## src/sv/amahm_pkg.sv

```systemverilog
// shared types, constants and helpers of the adc moving-average health monitor
`timescale 1ns / 1ps
package amahm_pkg;

  // window depth and derived widths
  localparam int WINDOW_MAX = 16;
  localparam int WIN_AW     = $clog2(WINDOW_MAX);
  localparam int LEN_W      = $clog2(WINDOW_MAX + 1);
  localparam int NCH        = 4;
  localparam int CH_W       = $clog2(NCH);
  localparam int CODE_W     = 8;
  localparam int MASK_W     = NCH;
  localparam int MV_W       = 13;
  localparam int PROD_W     = MV_W + CODE_W;
  localparam int SUM_W      = MV_W + $clog2(WINDOW_MAX);
  localparam int WLEN_W     = 5;
  localparam int CFG_IDX_W  = 3;
  localparam int CFG_DATA_W = 13;

  // register indexes
  localparam logic [CFG_IDX_W-1:0] REG_VREF       = 3'd0;
  localparam logic [CFG_IDX_W-1:0] REG_VAGND      = 3'd1;
  localparam logic [CFG_IDX_W-1:0] REG_WINDOW_LEN = 3'd2;
  localparam logic [CFG_IDX_W-1:0] REG_WATER_THR  = 3'd3;
  localparam logic [CFG_IDX_W-1:0] REG_SUPPLY_THR = 3'd4;

  // reset values and fill level
  localparam logic [MV_W-1:0]   FILL_MV        = 13'd5000;
  localparam logic [MV_W-1:0]   VREF_RST       = 13'd5000;
  localparam logic [MV_W-1:0]   VAGND_RST      = 13'd0;
  localparam logic [WLEN_W-1:0] WLEN_RST       = 5'd5;
  localparam logic [MV_W-1:0]   WATER_THR_RST  = 13'd2100;
  localparam logic [MV_W-1:0]   SUPPLY_THR_RST = 13'd3500;

  // one window row: one millivolt value per channel
  typedef logic [NCH-1:0][MV_W-1:0] row_t;
  typedef logic [NCH-1:0][SUM_W-1:0] sums_t;

  // controller to datapath commands
  typedef struct packed {
    logic            load;
    logic            mul;
    logic            conv;
    logic            acc;
    logic            finish;
    logic [CH_W-1:0] ch;
  } cmd_t;

  // datapath to controller status
  typedef struct packed {
    logic div_done;
  } stat_t;

  // window length clamped to 1..WINDOW_MAX
  function automatic logic [LEN_W-1:0] eff_len(input logic [WLEN_W-1:0] w);
    logic [LEN_W-1:0] n;
    if (w == '0) begin
      n = LEN_W'(1);
    end else if (LEN_W'(w) > LEN_W'(WINDOW_MAX)) begin
      n = LEN_W'(WINDOW_MAX);
    end else begin
      n = LEN_W'(w);
    end
    return n;
  endfunction

  // refill sum for a window length
  function automatic logic [SUM_W-1:0] fill_sum(input logic [LEN_W-1:0] n);
    return SUM_W'(FILL_MV) * SUM_W'(n);
  endfunction

endpackage

```

## src/sv/adc_moving_average_health_monitor.sv

```systemverilog
// top level of the adc moving-average health monitor
//
// Usage: the input channel (in_valid/in_ready) carries one word of four 8-bit
// converter codes and a valid mask; each accepted word yields exactly one
// result word on the output channel (out_valid/out_ready): four windowed
// averages in millivolts plus water, low-voltage and healthy flags.
// Configuration is written through cfg_write/cfg_index/cfg_data; the user
// must write it only while idle, as the block does not enforce this.
// Writing window_length refills all windows with 5000 mV. The four channels
// share one multiplier and one bit-serial divider, which gives one quotient
// bit per cycle over the 17-bit running sum. A new word is accepted only
// after the result of the previous word has been loaded for output.
// The output word sits in its own register, so a new word is accepted while
// the previous result still waits; if the receiver stalls, the finished word
// waits in the controller until the output register frees.
// Reset (synchronous, active high) restores register defaults, clears the
// last-value registers, and marks every window row as the 5000 mV fill level.
`timescale 1ns / 1ps
module adc_moving_average_health_monitor (
  input  logic                             clk,
  input  logic                             rst,
  input  logic                             cfg_write,
  input  logic [amahm_pkg::CFG_IDX_W-1:0]  cfg_index,
  input  logic [amahm_pkg::CFG_DATA_W-1:0] cfg_data,
  input  logic                             in_valid,
  output logic                             in_ready,
  input  logic [amahm_pkg::CODE_W-1:0]     water_code,
  input  logic [amahm_pkg::CODE_W-1:0]     supply_a_code,
  input  logic [amahm_pkg::CODE_W-1:0]     supply_b_code,
  input  logic [amahm_pkg::CODE_W-1:0]     supply_c_code,
  input  logic [amahm_pkg::MASK_W-1:0]     valid_mask,
  output logic                             out_valid,
  input  logic                             out_ready,
  output logic [amahm_pkg::MV_W-1:0]       water_avg_mv,
  output logic [amahm_pkg::MV_W-1:0]       supply_a_avg_mv,
  output logic [amahm_pkg::MV_W-1:0]       supply_b_avg_mv,
  output logic [amahm_pkg::MV_W-1:0]       supply_c_avg_mv,
  output logic                             water_alarm,
  output logic                             low_voltage_alarm,
  output logic                             healthy
);

  amahm_pkg::cmd_t  cmd;
  amahm_pkg::stat_t stat;

  // sequencer
  amahm_ctrl u_ctrl (
    .clk       (clk),
    .rst       (rst),
    .in_valid  (in_valid),
    .in_ready  (in_ready),
    .out_valid (out_valid),
    .out_ready (out_ready),
    .cmd       (cmd),
    .stat      (stat)
  );

  // arithmetic and storage
  amahm_dp u_dp (
    .clk               (clk),
    .rst               (rst),
    .cfg_write         (cfg_write),
    .cfg_index         (cfg_index),
    .cfg_data          (cfg_data),
    .cmd               (cmd),
    .stat              (stat),
    .water_code        (water_code),
    .supply_a_code     (supply_a_code),
    .supply_b_code     (supply_b_code),
    .supply_c_code     (supply_c_code),
    .valid_mask        (valid_mask),
    .water_avg_mv      (water_avg_mv),
    .supply_a_avg_mv   (supply_a_avg_mv),
    .supply_b_avg_mv   (supply_b_avg_mv),
    .supply_c_avg_mv   (supply_c_avg_mv),
    .water_alarm       (water_alarm),
    .low_voltage_alarm (low_voltage_alarm),
    .healthy           (healthy)
  );

endmodule

```

## src/sv/amahm_div.sv

```systemverilog
// restoring divider: running sum by window length, one quotient bit per cycle
`timescale 1ns / 1ps
module amahm_div (
  input  logic                        clk,
  input  logic                        rst,
  input  logic                        start,
  input  logic [amahm_pkg::SUM_W-1:0] dividend,
  input  logic [amahm_pkg::LEN_W-1:0] divisor,
  output logic                        done,
  output logic [amahm_pkg::SUM_W-1:0] quotient
);

  localparam int CNT_W = $clog2(amahm_pkg::SUM_W);

  logic                        busy;
  logic [CNT_W-1:0]            count;
  logic [amahm_pkg::LEN_W-1:0] rem;
  logic [amahm_pkg::LEN_W-1:0] dvs;
  logic [amahm_pkg::LEN_W:0]   rem_sh;
  logic                        take;

  // one restoring step
  assign rem_sh = {rem, quotient[amahm_pkg::SUM_W-1]};
  assign take   = rem_sh >= {1'b0, dvs};

  // control
  always_ff @(posedge clk) begin
    if (rst) begin
      busy  <= 1'b0;
      done  <= 1'b0;
      count <= '0;
    end else if (start) begin
      busy  <= 1'b1;
      done  <= 1'b0;
      count <= CNT_W'(amahm_pkg::SUM_W - 1);
    end else if (busy) begin
      if (count == '0) begin
        busy <= 1'b0;
        done <= 1'b1;
      end else begin
        count <= count - CNT_W'(1);
      end
    end else begin
      done <= 1'b0;
    end
  end

  // shift register holds dividend bits, then quotient bits
  always_ff @(posedge clk) begin
    if (start) begin
      quotient <= dividend;
      rem      <= '0;
      dvs      <= divisor;
    end else if (busy) begin
      if (take) begin
        rem <= amahm_pkg::LEN_W'(rem_sh - {1'b0, dvs});
      end else begin
        rem <= amahm_pkg::LEN_W'(rem_sh);
      end
      quotient <= {quotient[amahm_pkg::SUM_W-2:0], take};
    end
  end

endmodule

```

## src/sv/amahm_dp.sv

```systemverilog
// datapath: config registers, code conversion, window memory, sums and averages
`timescale 1ns / 1ps
module amahm_dp (
  input  logic                             clk,
  input  logic                             rst,
  input  logic                             cfg_write,
  input  logic [amahm_pkg::CFG_IDX_W-1:0]  cfg_index,
  input  logic [amahm_pkg::CFG_DATA_W-1:0] cfg_data,
  input  amahm_pkg::cmd_t                  cmd,
  output amahm_pkg::stat_t                 stat,
  input  logic [amahm_pkg::CODE_W-1:0]     water_code,
  input  logic [amahm_pkg::CODE_W-1:0]     supply_a_code,
  input  logic [amahm_pkg::CODE_W-1:0]     supply_b_code,
  input  logic [amahm_pkg::CODE_W-1:0]     supply_c_code,
  input  logic [amahm_pkg::MASK_W-1:0]     valid_mask,
  output logic [amahm_pkg::MV_W-1:0]       water_avg_mv,
  output logic [amahm_pkg::MV_W-1:0]       supply_a_avg_mv,
  output logic [amahm_pkg::MV_W-1:0]       supply_b_avg_mv,
  output logic [amahm_pkg::MV_W-1:0]       supply_c_avg_mv,
  output logic                             water_alarm,
  output logic                             low_voltage_alarm,
  output logic                             healthy
);

  // config registers
  logic [amahm_pkg::MV_W-1:0]   vref_mv;
  logic [amahm_pkg::MV_W-1:0]   vagnd_mv;
  logic [amahm_pkg::WLEN_W-1:0] window_length;
  logic [amahm_pkg::MV_W-1:0]   water_thr;
  logic [amahm_pkg::MV_W-1:0]   supply_thr;
  logic [amahm_pkg::LEN_W-1:0]  len;
  logic                         refill;

  // item and channel state
  logic [amahm_pkg::NCH-1:0][amahm_pkg::CODE_W-1:0] codes;
  logic [amahm_pkg::MASK_W-1:0]                     mask;
  logic [amahm_pkg::PROD_W-1:0]                     prod;
  amahm_pkg::row_t                                  last;
  amahm_pkg::row_t                                  avg;
  amahm_pkg::sums_t                                 sums;
  logic [amahm_pkg::WIN_AW-1:0]                     slot;
  logic [amahm_pkg::WINDOW_MAX-1:0]                 row_valid;

  // window memory
  amahm_pkg::row_t mem [amahm_pkg::WINDOW_MAX];
  amahm_pkg::row_t rd_row;
  logic            rd_ok;

  logic                          ge;
  logic [amahm_pkg::MV_W-1:0]    span;
  logic [amahm_pkg::MV_W-1:0]    term;
  logic [amahm_pkg::MV_W-1:0]    conv_mv;
  logic [amahm_pkg::MV_W-1:0]    old_mv;
  logic [amahm_pkg::SUM_W-1:0]   new_sum;
  logic [amahm_pkg::WIN_AW:0]    slot_inc;
  logic                          div_done;
  logic [amahm_pkg::SUM_W-1:0]   quotient;
  logic                          water_al;
  logic                          low_al;

  assign refill = cfg_write && (cfg_index == amahm_pkg::REG_WINDOW_LEN);
  assign len    = amahm_pkg::eff_len(window_length);

  // config register writes
  always_ff @(posedge clk) begin
    if (rst) begin
      vref_mv       <= amahm_pkg::VREF_RST;
      vagnd_mv      <= amahm_pkg::VAGND_RST;
      window_length <= amahm_pkg::WLEN_RST;
      water_thr     <= amahm_pkg::WATER_THR_RST;
      supply_thr    <= amahm_pkg::SUPPLY_THR_RST;
    end else if (cfg_write) begin
      case (cfg_index)
        amahm_pkg::REG_VREF:       vref_mv       <= cfg_data;
        amahm_pkg::REG_VAGND:      vagnd_mv      <= cfg_data;
        amahm_pkg::REG_WINDOW_LEN: window_length <= cfg_data[amahm_pkg::WLEN_W-1:0];
        amahm_pkg::REG_WATER_THR:  water_thr     <= cfg_data;
        amahm_pkg::REG_SUPPLY_THR: supply_thr    <= cfg_data;
        default: ;
      endcase
    end
  end

  // capture the input word
  always_ff @(posedge clk) begin
    if (cmd.load) begin
      codes <= {supply_c_code, supply_b_code, supply_a_code, water_code};
      mask  <= valid_mask;
    end
  end

  // span times code, one channel at a time
  assign ge   = vref_mv >= vagnd_mv;
  assign span = ge ? (vref_mv - vagnd_mv) : (vagnd_mv - vref_mv);

  always_ff @(posedge clk) begin
    if (cmd.mul) begin
      prod <= amahm_pkg::PROD_W'(span) * amahm_pkg::PROD_W'(codes[cmd.ch]);
    end
  end

  // offset from ground toward reference, truncated toward zero
  assign term    = prod[amahm_pkg::PROD_W-1:amahm_pkg::CODE_W];
  assign conv_mv = ge ? (vagnd_mv + term) : (vagnd_mv - term);

  // last good value per channel
  always_ff @(posedge clk) begin
    if (rst) begin
      last <= '0;
    end else if (cmd.conv && mask[cmd.ch]) begin
      last[cmd.ch] <= conv_mv;
    end
  end

  // read of the row being replaced; rows not written since refill read as fill level
  always_ff @(posedge clk) begin
    rd_row <= mem[slot];
    rd_ok  <= row_valid[slot];
  end

  always_ff @(posedge clk) begin
    if (cmd.finish) begin
      mem[slot] <= last;
    end
  end

  assign old_mv  = rd_ok ? rd_row[cmd.ch] : amahm_pkg::FILL_MV;
  assign new_sum = sums[cmd.ch] - amahm_pkg::SUM_W'(old_mv)
                   + amahm_pkg::SUM_W'(last[cmd.ch]);

  // running sums
  always_ff @(posedge clk) begin
    if (rst) begin
      sums <= {amahm_pkg::NCH{amahm_pkg::fill_sum(amahm_pkg::eff_len(amahm_pkg::WLEN_RST))}};
    end else if (refill) begin
      sums <= {amahm_pkg::NCH{amahm_pkg::fill_sum(
                 amahm_pkg::eff_len(cfg_data[amahm_pkg::WLEN_W-1:0]))}};
    end else if (cmd.acc) begin
      sums[cmd.ch] <= new_sum;
    end
  end

  // ring slot and row valid bits
  assign slot_inc = {1'b0, slot} + (amahm_pkg::WIN_AW + 1)'(1);

  always_ff @(posedge clk) begin
    if (rst || refill) begin
      slot      <= '0;
      row_valid <= '0;
    end else if (cmd.finish) begin
      row_valid[slot] <= 1'b1;
      if (amahm_pkg::LEN_W'(slot_inc) >= len) begin
        slot <= '0;
      end else begin
        slot <= slot_inc[amahm_pkg::WIN_AW-1:0];
      end
    end
  end

  // average of the channel
  amahm_div u_div (
    .clk      (clk),
    .rst      (rst),
    .start    (cmd.acc),
    .dividend (new_sum),
    .divisor  (len),
    .done     (div_done),
    .quotient (quotient)
  );

  assign stat.div_done = div_done;

  always_ff @(posedge clk) begin
    if (div_done) begin
      avg[cmd.ch] <= quotient[amahm_pkg::MV_W-1:0];
    end
  end

  // result word
  assign water_al = avg[0] < water_thr;
  assign low_al   = (avg[1] < supply_thr) || (avg[2] < supply_thr) || (avg[3] < supply_thr);

  always_ff @(posedge clk) begin
    if (cmd.finish) begin
      water_avg_mv      <= avg[0];
      supply_a_avg_mv   <= avg[1];
      supply_b_avg_mv   <= avg[2];
      supply_c_avg_mv   <= avg[3];
      water_alarm       <= water_al;
      low_voltage_alarm <= low_al;
      healthy           <= !water_al && !low_al;
    end
  end

endmodule

```

## src/sv/amahm_ctrl.sv

```systemverilog
// controller: sequences the four channels through the shared datapath
`timescale 1ns / 1ps
module amahm_ctrl (
  input  logic             clk,
  input  logic             rst,
  input  logic             in_valid,
  output logic             in_ready,
  output logic             out_valid,
  input  logic             out_ready,
  output amahm_pkg::cmd_t  cmd,
  input  amahm_pkg::stat_t stat
);

  localparam logic [2:0] S_IDLE = 3'd0;
  localparam logic [2:0] S_MUL  = 3'd1;
  localparam logic [2:0] S_CONV = 3'd2;
  localparam logic [2:0] S_ACC  = 3'd3;
  localparam logic [2:0] S_DIV  = 3'd4;
  localparam logic [2:0] S_FIN  = 3'd5;

  logic [2:0]                 state;
  logic [2:0]                 state_next;
  logic [amahm_pkg::CH_W-1:0] ch;
  logic [amahm_pkg::CH_W-1:0] ch_next;
  logic                       out_free;

  assign out_free = !out_valid || out_ready;
  assign in_ready = state == S_IDLE;

  // next state and commands
  always_comb begin
    state_next = state;
    ch_next    = ch;
    cmd        = '0;
    cmd.ch     = ch;
    case (state)
      S_IDLE: begin
        if (in_valid) begin
          cmd.load   = 1'b1;
          ch_next    = '0;
          state_next = S_MUL;
        end
      end
      S_MUL: begin
        cmd.mul    = 1'b1;
        state_next = S_CONV;
      end
      S_CONV: begin
        cmd.conv   = 1'b1;
        state_next = S_ACC;
      end
      S_ACC: begin
        cmd.acc    = 1'b1;
        state_next = S_DIV;
      end
      S_DIV: begin
        if (stat.div_done) begin
          if (ch == amahm_pkg::CH_W'(amahm_pkg::NCH - 1)) begin
            state_next = S_FIN;
          end else begin
            ch_next    = ch + amahm_pkg::CH_W'(1);
            state_next = S_MUL;
          end
        end
      end
      S_FIN: begin
        if (out_free) begin
          cmd.finish = 1'b1;
          state_next = S_IDLE;
        end
      end
      default: begin
        state_next = S_IDLE;
      end
    endcase
  end

  // state registers
  always_ff @(posedge clk) begin
    if (rst) begin
      state     <= S_IDLE;
      ch        <= '0;
      out_valid <= 1'b0;
    end else begin
      state <= state_next;
      ch    <= ch_next;
      if (cmd.finish) begin
        out_valid <= 1'b1;
      end else if (out_ready) begin
        out_valid <= 1'b0;
      end
    end
  end

  // an accepted word starts the first channel
  a_start: assert property (@(posedge clk) disable iff (rst)
    (in_valid && in_ready) |=> (state == S_MUL && ch == '0))
    else $error("accepted word did not start channel zero");

  // a result is never loaded over one still waiting
  a_no_overwrite: assert property (@(posedge clk) disable iff (rst)
    cmd.finish |-> out_free)
    else $error("result loaded while output still held");

  // divider completes only while the controller waits for it
  a_div_done: assert property (@(posedge clk) disable iff (rst)
    stat.div_done |-> state == S_DIV)
    else $error("divider done outside divide wait");

  // a loaded result is offered on the next cycle
  a_offer: assert property (@(posedge clk) disable iff (rst)
    cmd.finish |=> out_valid)
    else $error("loaded result not offered");

endmodule
```

## config.mk

```make
export PLATFORM = sky130hd
export DESIGN_NAME = adc_moving_average_health_monitor
export DESIGN_NICKNAME = d
export VERILOG_FILES = /design/src/sv/amahm_pkg.sv /design/src/sv/adc_moving_average_health_monitor.sv /design/src/sv/amahm_div.sv /design/src/sv/amahm_dp.sv /design/src/sv/amahm_ctrl.sv
export SDC_FILE = /design/constraint.sdc
export NUM_CORES = 2
export LEC_CHECK = 0
export BUFFER_PORTS_ARGS = -buffer_cell sky130_fd_sc_hd__buf_2
export CAP_MARGIN = 20
export CORE_UTILIZATION = 45
export DETAILED_ROUTE_END_ITERATION = 7
export SETUP_SLACK_MARGIN = 0.02
export SYNTH_ARGS = -nofsm -noshare
export SYNTH_HDL_FRONTEND = slang
export SYNTH_HIERARCHICAL = 1
export SYNTH_SLANG_ARGS = --single-unit
export TNS_END_PERCENT = 10
```

## constraint.sdc

```tcl
create_clock -name clk -period 7 [get_ports clk]
set_input_delay 0.35 -clock clk [delete_from_list [all_inputs] [get_ports clk]]
set_output_delay 0.35 -clock clk [all_outputs]
set_load 0.05 [all_outputs]
```

==> flow_summary.toml <==
[status]
status = "finished, final reports clean"

[route]
wl_met3_um = 8600
avgViaCountPerCell = 5.66
met2_wirelength_um = 63900
wire_per_inst_um = 24.8
ant_nets = 0
drcViolationCount = 0
num_vias = 31000
drt-met1-wl_um = 59800
top_layer = "met4"
drt_pass1_iterations = 5
drt_iter0_markers = 2835
totalWireLength_um = 136000

[critical_path]
worst-path-max-fanout = 8
r2r-start = "u_dp/vref_mv[6]"
crit_path_start_kind = "flop"
crit_type = "flop to flop"
arrival_ns = 7.14
cpPeakStageDelay_ns = 0.50
critPathCaptureType = "flop"
rrSetupSlack_ns = 0.33
crit_start = "u_dp/vref_mv[6]"
crit_required_ns = 7.46
crit_slowest_cell = "fa_1"

[logic_synthesis]
syn_avg_cell_area_sq_um = 15.8
synth-xor-area-share = 0.0114
synth_fa_ha_area_frac = 0.0705
ys_warn_count = 6
synth_nets = 3841
yosysMostFrequentCell = "edfxtp_1"
synth-edff-count = 1010
ys_seq_area_frac = 0.643
ys_seq_elements = 1278
synth_compound_area_frac = 0.0555
synth_top_cell_by_area = "edfxtp_1"
ys_types = 79
synth.top_cells.by_count = "edfxtp_1, mux4_2, nand2_1, dfxtp_1, inv_1"
yosys.area.top_type_share = 0.547
synth-simple-area-share = 0.0603
synth_area_sq_um = 55500
synth_area_leaders = "edfxtp_1, mux4_2, dfxtp_1"
netlist_instances = 3522
muxShareOfSynthArea = 0.133
synth_top_family_by_area = "multiplexers"
async_flop_share = 0
synth_ff_type = "edfxtp_1"

[timing]
setup_tns_ns = 0
fmax_mhz = 150
rsz0062_at_grt = "no"
max_slew_margin = 0.220
final.min_clock_period_ns = 6.67
fin_crit_sh = 0.953
slew_violations = 0
clock_skew_ns = 0.0285
tightestPinTransition_ns = 1.17
finalSetupViolations = 0
hold_viol = 0

[hold_path]
worstHoldStart = "cfg_index[1]"
holdCritPathClass = "input pin to flop"

[cts]
cts_tree = "yes"
cts_buffers = 137
cts.htree.levels = 4
clk_latency_ns = 0.74
cts.sinks = 1278
cts-root-buf = "clkbuf_16"
clk_pin_slew_ns = 0.06
cts_buffer_depth = 3

[die]
initial_utilization = 0.455
dieHeight_um = 353
ioPinCount = 114
core_sq_um = 122000
die_area_sq_um = 125000
die_x_um = 353
num_rows = 128

[global_routing]
grt_pass1_wl_um = 201000
grtUsageTotal = 0.218
grt_pass1_vias = 31000
grt-ovfl-total = 0
grt_max_degree = 140
antenna_found_initial = 2

[cells_and_area]
fin_util = 0.520
drive_gt1_frac = 0.213
nets = 4054
area_growth_syn_to_layout_pct = 14.4

[place]
hpwlAfterDp_um = 79300
io_buffers = 113
gp_congestion = 0.842

[power_and_ir_drop]
leakagePower_nw = 22.1
powerDensity_nw_per_um2 = 299
power.total_mw = 19.0
peakVddDrop_mv = 0.248

[job]
drv_cap = 0
stage by stage:
stage	worst slack (ns)	instance area, sq um	hold slack [ns]	instances
after floorplan	0.253	55500	0.414	3522
after global placement	0.176	58000	0.435	5161
after detailed placement	0.0834	58100	0.435	5163
after CTS	0.0601	63200	0.0503	5465
after global routing	0.0169	63500	0.114	5472
final	0.327	63500	0.102	5474
state kept, by name (all words and copies together) (netlist names), 16 cells and up:
name / flops
u_dp/mem: 832
u_dp/avg: 52
u_dp/u_div/quotient: 17
u_dp/row_valid: 16
u_dp/codes: 32
u_dp/sums: 68
u_dp/rd_row: 52
u_dp/last: 52
area by class of cell:
class	count	area (sq um)
Timing Repair Buffer	245	1730
Sequential cell	1278	35700
Multi-Input combinational cell	1876	18600
Tap cell	1625	2030
Inverter	197	739
Fill cell	9919	58600
Clock buffer	195	3980
Antenna cell	2	5.00
Clock inverter	56	647
critical path: cells and delay by family (launching register included):
kind                       cells  cell delay, ns
AOI/OAI and AO/OA             14            2.57
xor gates and xnor gates       2            0.21
adders and majority gates      6            2.51
buffers and inverters          5            0.39
DFF                            1            0.36
and+or+nand+nor                2            0.33
kinds of logic (layout without fill, tap and decap cells):
family          after synthesis  in the layout
simple gates                728            728
mux                         348            348
fa+ha+maj                   262            262
buf+inv                     369            693
xor+xnor                     72             72
other cells                   0              2
compound gates              465            466
flops                      1278           1278
power by group:
part	switching (mW)	internal, mW	leakage (nW)	total [mW]
clock network	2.95	4.42	2.27	7.37
registers	0.143	8.39	11.5	8.54
logic	1.78	1.29	8.29	3.07
routing by layer:
layer | up-vias | global-route usage
met2 | 1004 | 0.344
met5 | - | 0
li1 | 13800 | -
met4 | 0 | 0.0629
met3 | 188 | 0.0366
met1 | 16000 | 0.312
final timing paths:
kind / endpoint / cells past startpoint
worst max-delay path: u_dp/prod[20] / 29
worst min-delay path: u_dp/vagnd_mv[0] / 4
worst max register to register: u_dp/prod[20] / 29
worst min register to register: u_dp/supply_c_avg_mv[0] / 0
what timing repair did:
item                                    in CTS  in global routing
resized for setup                            0                 45
endpoints found under the hold margin       89                  0
endpoints found under the setup margin       0                  7
buffers inserted                             0                  5
hold buffers                                51                  0
layout by cell type (no fill, tap or decap), types with 29 or more instances in the layout:
master            n
buf_2           113
mux4_2          308
inv_1           197
clkbuf_1         35
buf_4            75
o21ai_0          46
xnor2_1          40
nand3_1          35
nand2_1         308
ha_1            169
xor2_1           29
nor2_1          181
dfxtp_1         256
o21a_1           38
a21o_1           41
a21oi_1         165
dlygate4sd3_1    51
nor3_1           37
edfxtp_1       1010
clkbuf_16       146
a31oi_1          29
fa_1             84
(Power assumes the default switching activity.)
